### src/sv/ufcb_pkg.sv
// Shared constants, payload types and control structs of the union-find balance core.
`default_nettype none

package ufcb_pkg;

    // Default vertex storage depth and the vertex count in use after reset.
    localparam int MAX_VERTICES_DEFAULT = 1024;
    localparam int NUM_VERTICES_RESET   = 1024;

    // Fixed field widths of the channels.
    localparam int VTX_W = 10;
    localparam int CNT_W = 11;

    // Compare width that holds any vertex count up to the largest storage depth.
    localparam int CMP_W = 17;

    // Edge counts saturate at this value.
    localparam logic [CNT_W-1:0] EDGE_SAT = 11'd2047;

    // One edge transfer.
    typedef struct packed {
        logic [VTX_W-1:0] vertex_a;
        logic [VTX_W-1:0] vertex_b;
        logic             last_edge;
    } t_edge;

    // One result transfer.
    typedef struct packed {
        logic [VTX_W-1:0] root;
        logic [CNT_W-1:0] component_vertices;
        logic [CNT_W-1:0] component_edges;
        logic             all_balanced;
        logic             verdict_final;
    } t_result;

    // Per-root counters as held in the count memory.
    typedef struct packed {
        logic [CNT_W-1:0] verts;
        logic [CNT_W-1:0] edges;
    } t_counts;

    // Commands from the controller to the datapath.
    typedef struct packed {
        logic clr_step;
        logic accept;
        logic find;
        logic comp;
        logic sel_b;
        logic cnt_a;
        logic cnt_b;
        logic apply;
        logic load_out;
    } t_dp_cmd;

    // Status from the datapath to the controller.
    typedef struct packed {
        logic cfg_wr;
        logic clr_last;
        logic in_range;
        logic root_hit;
        logic comp_done;
        logic out_free;
    } t_dp_status;

endpackage

`default_nettype wire

### src/sv/ufcb_ctrl.sv
// Sequencer of the union-find core: clearing pass, both root walks, count update, result.
`default_nettype none

module ufcb_ctrl (
    input  wire logic                 i_clk,
    input  wire logic                 i_rst_n,
    input  wire logic                 i_in_valid,
    input  wire ufcb_pkg::t_dp_status i_status,
    output      ufcb_pkg::t_dp_cmd    o_cmd,
    output      logic                 o_in_ready
);

    typedef enum logic [9:0] {
        S_CLEAR  = 10'b00_0000_0001,
        S_IDLE   = 10'b00_0000_0010,
        S_FIND_A = 10'b00_0000_0100,
        S_COMP_A = 10'b00_0000_1000,
        S_FIND_B = 10'b00_0001_0000,
        S_COMP_B = 10'b00_0010_0000,
        S_CNT_A  = 10'b00_0100_0000,
        S_CNT_B  = 10'b00_1000_0000,
        S_APPLY  = 10'b01_0000_0000,
        S_DONE   = 10'b10_0000_0000
    } t_state;

    t_state r_state;
    t_state n_state;

    // Next state and the command for the datapath.
    always_comb begin
        n_state = r_state;
        o_cmd   = '0;
        case (r_state)
            S_CLEAR: begin
                o_cmd.clr_step = 1'b1;
                if (i_status.clr_last) begin
                    n_state = S_IDLE;
                end
            end
            S_IDLE: begin
                if (i_in_valid) begin
                    o_cmd.accept = 1'b1;
                    n_state      = i_status.in_range ? S_FIND_A : S_DONE;
                end
            end
            S_FIND_A: begin
                o_cmd.find = 1'b1;
                if (i_status.root_hit) begin
                    n_state = S_COMP_A;
                end
            end
            S_COMP_A: begin
                o_cmd.comp = 1'b1;
                if (i_status.comp_done) begin
                    n_state = S_FIND_B;
                end
            end
            S_FIND_B: begin
                o_cmd.find  = 1'b1;
                o_cmd.sel_b = 1'b1;
                if (i_status.root_hit) begin
                    n_state = S_COMP_B;
                end
            end
            S_COMP_B: begin
                o_cmd.comp  = 1'b1;
                o_cmd.sel_b = 1'b1;
                if (i_status.comp_done) begin
                    n_state = S_CNT_A;
                end
            end
            S_CNT_A: begin
                o_cmd.cnt_a = 1'b1;
                n_state     = S_CNT_B;
            end
            S_CNT_B: begin
                o_cmd.cnt_b = 1'b1;
                n_state     = S_APPLY;
            end
            S_APPLY: begin
                o_cmd.apply = 1'b1;
                n_state     = S_DONE;
            end
            S_DONE: begin
                if (i_status.out_free) begin
                    o_cmd.load_out = 1'b1;
                    n_state        = S_IDLE;
                end
            end
            default: begin
                n_state = S_CLEAR;
            end
        endcase

        // A register write empties the graph, so the memories are swept again.
        if (i_status.cfg_wr) begin
            n_state = S_CLEAR;
        end
    end

    // State register.
    always_ff @(posedge i_clk) begin
        if (!i_rst_n) begin
            r_state <= S_CLEAR;
        end else begin
            r_state <= n_state;
        end
    end

    assign o_in_ready = (r_state == S_IDLE);

endmodule

`default_nettype wire

### config.mk
export PLATFORM = sky130hd
export DESIGN_NAME = ufcb_ctrl
export DESIGN_NICKNAME = d
export VERILOG_FILES = /design/src/sv/ufcb_pkg.sv /design/src/sv/ufcb_ctrl.sv
export SDC_FILE = /design/constraint.sdc
export NUM_CORES = 1
export LEC_CHECK = 0
export BUFFER_PORTS_ARGS = -buffer_cell sky130_fd_sc_hd__clkbuf_2
export CAP_MARGIN = 5
export CORE_MARGIN = 1.5
export CORE_UTILIZATION = 50
export CTS_CLUSTER_DIAMETER = 30
export DETAILED_ROUTE_END_ITERATION = 16
export GPL_ROUTABILITY_DRIVEN = 0
export PLACE_DENSITY = 0.76
export SLEW_MARGIN = 10
export SYNTH_ARGS = -nofsm -noshare
export SYNTH_HDL_FRONTEND = slang
export SYNTH_SLANG_ARGS = --single-unit
### constraint.sdc
create_clock -name i_clk -period 4.5 [get_ports i_clk]
set_clock_uncertainty 0.1 [all_clocks]
set_input_delay 0.45 -clock i_clk [delete_from_list [all_inputs] [get_ports i_clk]]
set_output_delay 0.45 -clock i_clk [all_outputs]
set_load 0.02 [all_outputs]
==> impl_metrics.tcl, run 1 <==
set metrics [dict create \
    fmaxAchievable_ghz 0.408 \
    antenna_cells 0 \
    largest_reg_flops 10 \
    htreeDepth 1 \
    slew_headroom 0.577 \
    drt-pass1-iter-count 4 \
    io_buffers 18 \
    rsz0062_at_grt "no" \
    syn_area_per_cell_um2 8.54 \
    cts_buffers 3 \
    finalSetupViolCount 0 \
    sw_frac_of_total 0.269 \
    yosys-top-cells-area "dfxtp_1 (27%), nor4_4 (5.7%), nand2b_1 (5.1%)" \
    path_class "reg2out" \
    yosysSeqAreaShare 0.269 \
    antenna_found_initial 0 \
    cp.required_ns 3.95 \
    pre_cts_ws_ns 2.33 \
    wirelength_um 1760 \
    cts_tree "done" \
    power_frac_comb 0.160 \
    drive_gt1_frac 0.271 \
    fin_area_um2 871 \
    hold_viol 0 \
    antenna_left 0 \
    tns_ns 0 \
    path_clk_slew_ns 0.06 \
    startpoint "r_state[1]$_SDFFE_PP0P_" \
    via_per_inst 6.21 \
    area_delta_synth_final_pct 17.2 \
    clock_latency_ns 0.26 \
    end_kind "output port" \
    fill_cells 126 \
    setup_ws_ns 2.05 \
    path_max_fanout 7 \
    critPathLaunchType "flip-flop" \
    coreArea_um2 1350 \
    grt_usage 0.212 \
    synth-seq-cells 10 \
    synth-edff-count 0 \
    netlist_area_um2 743 \
    multi_input_area_um2 524 \
    worstMarginPinSlew_ns 0.626 \
    status "finished clean" \
    yosys_most_used_dff "dfxtp_1" \
    final_util 0.645 \
    syn-num-nets 96 \
    placed_area_um2 848 \
    min_path_type "in2reg" \
    synthTopCellsByCount "dfxtp_1 (10), nor2_1 (8), nand2b_1 (6), nor3_1 (5)" \
    async_flop_share 0 \
    p_leak_nw 0.366 \
    io-pin-count 19 \
    period_needed_ns 2.45 \
    ir_worst_vdd_v 0.000146 \
    num_vias 758 \
    hold_start "i_status[3]" \
    dieArea_um2 1730 \
    netlist-cell-type-count 38 \
    grt_max_degree 9 \
    grt_pass1_vias 668 \
    grt_overflow 0 \
    ff_latch_area_um2 200 \
    cts_sinks 10 \
    seq_power_share 0.507 \
    p_int_mw 0.133 \
    switchingPower_mw 0.0490 \
    regMostFlops "r_state" \
    reg_top3 "r_state: 10 flops" \
    nets 118 \
    yosysWarnings 0 \
    holdWs_ns 0.356 \
    syn_inst 87 \
    dieWidth_um 41.6 \
    report.final.slew_viol_count 0 \
    cts_buffer_depth 2 \
    synth_top_area_share 0.269 \
    route.detailed.drc 0 \
    drt_iter0_markers 28 \
    r2r-start "r_state[1]$_SDFFE_PP0P_" \
    cts_resized 0 \
    arrival_ns 1.90 \
    fp-row-count 13 \
    finalCritPeriodShare 0.545 \
    die_y_um 41.6 \
    dp_hpwl_um 1400 \
    wl_per_cell_um 14.4 \
    grt_pass1_wl_um 2860 \
    post_cts_buffers 0 \
    p_clk_frac 0.332 \
    powerDensity_nw_per_um2 209 \
    synth.most_common_cell "dfxtp_1" \
    cts_hold_buf 0 \
    initial_core_util 0.551 \
    cts_root_buffer "clkbuf_4" \
    synth_area_leader_cell "dfxtp_1" \
    drv_cap 0 \
]
## routing by layer
layer | global-route usage | share of wire | up-vias
met5 | 0 | 0 | -
met4 | 0.0774 | 0.0034 | 0
met3 | 0.0435 | 0.074 | 2
met2 | 0.356 | 0.48 | 30
met1 | 0.266 | 0.44 | 345
li1 | - | - | 381
## worst paths after layout
check | end | slack [ns] | cells past startpoint
worst min-delay path | r_state[2]$_SDFFE_PP0P_ | 0.36 | 3
worst max register to register | r_state[8]$_SDFFE_PP0P_ | 2.62 | 4
worst max-delay path | o_cmd[7] | 2.05 | 4
worst min register to register | r_state[5]$_SDFFE_PP0P_ | 0.59 | 3
## metrics by stage
stage / instances / power, mW
final: 122 / 0.182
after global routing: 122 / 0.191
after CTS: 122 / 0.183
after detailed placement: 119 / 0.123
after global placement: 119 / 0.122
after floorplan: 87 / 0.113
## worst max-delay path, cell delays in order (launching register included)
cell and delay (ns):
dfxtp_1 0.53, or4b_4 0.56, nor4_4 0.22, and2_1 0.17, clkbuf_2 0.16
## kinds of logic (layout without fill, tap and decap cells)
| family | Yosys count | in the layout | share of synthesized area |
|---|---|---|---|
| AO/OA/AOI/OAI | 18 | 18 | 0.170 |
| XOR/XNOR | 3 | 3 | 0.0354 |
| buffers and inverters | 5 | 25 | 0.0252 |
| flip-flops | 10 | 10 | 0.269 |
| AND/OR/NAND/NOR | 51 | 51 | 0.500 |
## area by class of cell
class / count / share of cell area
Sequential cell: 10 / 0.230
Tap cell: 15 / 0.0216
Timing Repair Buffer: 18 / 0.103
Clock buffer: 3 / 0.0259
Multi-Input combinational cell: 72 / 0.602
Inverter: 4 / 0.0172
## power groups by stage
stage	Clock, mW	Sequential (mW)	Combinational [mW]
after detailed placement	0	0.0943	0.0288
after CTS	0.0622	0.0923	0.0289
after global placement	0	0.0943	0.0282
final	0.0605	0.0923	0.0292
after global routing	0.0663	0.0926	0.0322
after floorplan	0	0.0938	0.0195
## placed cells by master (no fill, tap or decap), drive strengths merged
cell     count
nand2b       6
a211oi       1
o21ai        3
inv          4
o31ai        2
a2bb2oi      1
o22a         1
o311ai       1
o41ai        1
or4          2
or3b         1
nor3         6
clkbuf      21
or3          3
nor4         3
and4b        2
dfxtp       10
nor2         8
nor4b        2
nand2        2
a21oi        4
a221o        1
nand3        6
xor2         3
or4b         1
a211o        1
nand4        2
a21o         1
o211ai       1
and3         3
nor2b        2
and2         2
(Power assumes the default switching activity.)
==> run 2: changes to the inputs <==
CORE_UTILIZATION = 46   (was 50)
PLACE_DENSITY = 0.74   (was 0.76)
clock period = 2.05 ns   (was 4.5 ns; I/O delays follow)
==> run 2 against run 1 <==
The flow now finishes with violations (negative setup slack). Clock-buffer cell count is 1 higher. Sequential share of layout area fell by 2.6 points. Sequential cell count is the same. Die area increased by 8.0%. Register-to-register slack got worse by 2.4 ns.
==> impl_metrics.tcl, run 2 (synthesis gave the netlist of run 1 again) <==
set metrics [dict create \
    r2r-start "r_state[0]$_SDFFE_PP1P_" \
    dieArea_um2 1870 \
    status "complete, but fails checks" \
    coreArea_um2 1510 \
    startpoint "r_state[0]$_SDFFE_PP1P_" \
    p_total_mw 0.456 \
    cp_slowest_stage_delay_ns 0.55 \
    finalSetupViolCount 3 \
    cp.required_ns 1.75 \
    wirelength_um 2070 \
    path_clk_slew_ns 0.08 \
    min_path_type "in2reg" \
    crit_end "o_cmd[3]" \
    drv_cap 0 \
    htreeDepth 1 \
    clock_latency_ns 0.27 \
    grt_pass1_vias 786 \
    hold_viol 0 \
    largest_reg_flops 10 \
    slew_headroom 0.672 \
    via_per_inst 5.89 \
    route.detailed.drc 0 \
    period_needed_ns 2.08 \
    p_leak_nw 0.446 \
    report.final.slew_viol_count 0 \
    cts_tree "done" \
    cts_buffers 3 \
    regMostFlops "r_state" \
    powerDensity_nw_per_um2 440 \
    antenna_cells 0 \
    cts_buffer_depth 2 \
    crit_chain "or4_4 > nor3_4 > and4b_1 > clkbuf_8" \
    initial_core_util 0.493 \
    dieWidth_um 43.2 \
    r2r_setup_slack_ns 0.19 \
    critPathLaunchType "flip-flop" \
    num_vias 801 \
    io-pin-count 19 \
    mostFrequentLayoutCells "clkbuf_2 (13), buf_4 (12), nor2_1 (8)" \
    rsz0062_at_grt "yes" \
    wl_per_cell_um 15.2 \
    final_util 0.688 \
    placedCellCount 126 \
    path_class "reg2out" \
    end_kind "output port" \
    grt_overflow 0 \
    drt-pass1-iter-count 4 \
    fin_cells 136 \
    setup_ws_ns -0.0280 \
    reg_top3 "r_state: 10 flops" \
    layout_commonest_cell "clkbuf_2" \
    fp-row-count 14 \
    r2r-end "r_state[0]$_SDFFE_PP1P_" \
    placed_area_um2 895 \
    grt_max_degree 9 \
    drt_iter0_markers 25 \
    holdWs_ns 0.0967 \
    arrival_ns 1.77 \
    nets 130 \
    violations "negative setup slack" \
    area_delta_synth_final_pct 39.4 \
    grt_usage 0.241 \
    cts_sinks 10 \
    ir_worst_vdd_v 0.000317 \
    antenna_left 0 \
    path_max_fanout 5 \
    grt_pass1_wl_um 3390 \
    cts_root_buffer "clkbuf_4" \
    worstMarginPinSlew_ns 0.485 \
    io_buffers 18 \
    reg2reg_depth 6 \
    finalCritPeriodShare 1.01 \
    die_y_um 43.2 \
    dp_hpwl_um 1570 \
    cp_slowest_cell "or4_4" \
    fill_cells 134 \
    cts_hold_buf 0 \
    antenna_found_initial 0 \
    drive_gt1_frac 0.417 \
    fmaxAchievable_ghz 0.481 \
    fin_area_um2 1040 \
]
run 2: cell count changes in the layout (fill, tap and decap cells not counted), moves of 2 or more:
| cell | change |
|---|---|
| dfxtp_1 | -5 |
| dfxtp_4 | +2 |
| dfxtp_2 | +3 |
| clkbuf_8 | +3 |
| clkbuf_2 | -5 |
| buf_4 | +12 |
run 2: metrics by stage:
step / TNS [ns] / setup slack, ns
finish: -0.0710 / -0.0280
global route: -0.296 / -0.106
CTS: -0.0769 / -0.0380
detailed placement: 0 / 0.118
global placement: 0 / 0.180
floorplan: 0 / 0.0703
run 2: how the worst min path moves through the flow:
stage                start                 endpoint  slack [ns]  cells after the start
3_3_place_gp   i_status[3]  r_state[2]$_SDFFE_PP0P_        0.38                      3
6_report       i_status[3]  r_state[2]$_SDFFE_PP0P_         0.1                      3
3_5_place_dp   i_status[3]  r_state[2]$_SDFFE_PP0P_        0.38                      3
2_1_floorplan  i_status[2]  r_state[5]$_SDFFE_PP0P_        0.25                      2
4_1_cts        i_status[3]  r_state[2]$_SDFFE_PP0P_         0.1                      3
5_1_grt        i_status[3]  r_state[2]$_SDFFE_PP0P_        0.13                      3
run 2: report_power, final:
part	leakage (nW)	internal (mW)	total, mW	switching [mW]
clock network	0.0210	0.108	0.180	0.0724
logic	0.342	0.0357	0.0761	0.0405
registers	0.0830	0.195	0.200	0.00429
run 2: final cells by class:
cell class	instances	area, um2	share of cell area
Inverter	4	15.0	0.0145
Timing Repair Buffer	30	206	0.199
Sequential cell	10	211	0.204
Clock buffer	4	36.3	0.0350
Tap cell	16	20.0	0.0193
Multi-Input combinational cell	72	547	0.528
run 2: repair_timing:
item	4_1_cts	5_1_grt
resized for setup	12	9
setup endpoints to repair	6	7
setup buffers	4	2
pin swaps	2	2
endpoints found under the hold margin	0	0
run 2: critical path, delay by kind of cell, from the launching register on:
| family | cells | cell delay, ns |
|---|---|---|
| buffers and inverters | 1 | 0.16 |
| DFF | 1 | 0.33 |
| and+or+nand+nor | 3 | 1.01 |
run 2: metal layers:
metal,routed length (um),global-route usage,vias to the layer above
li1,-,-,405
met1,950,0.313,373
met2,1030,0.406,21
met3,71,0.0255,2
met4,12,0.0848,0
met5,0,0,-
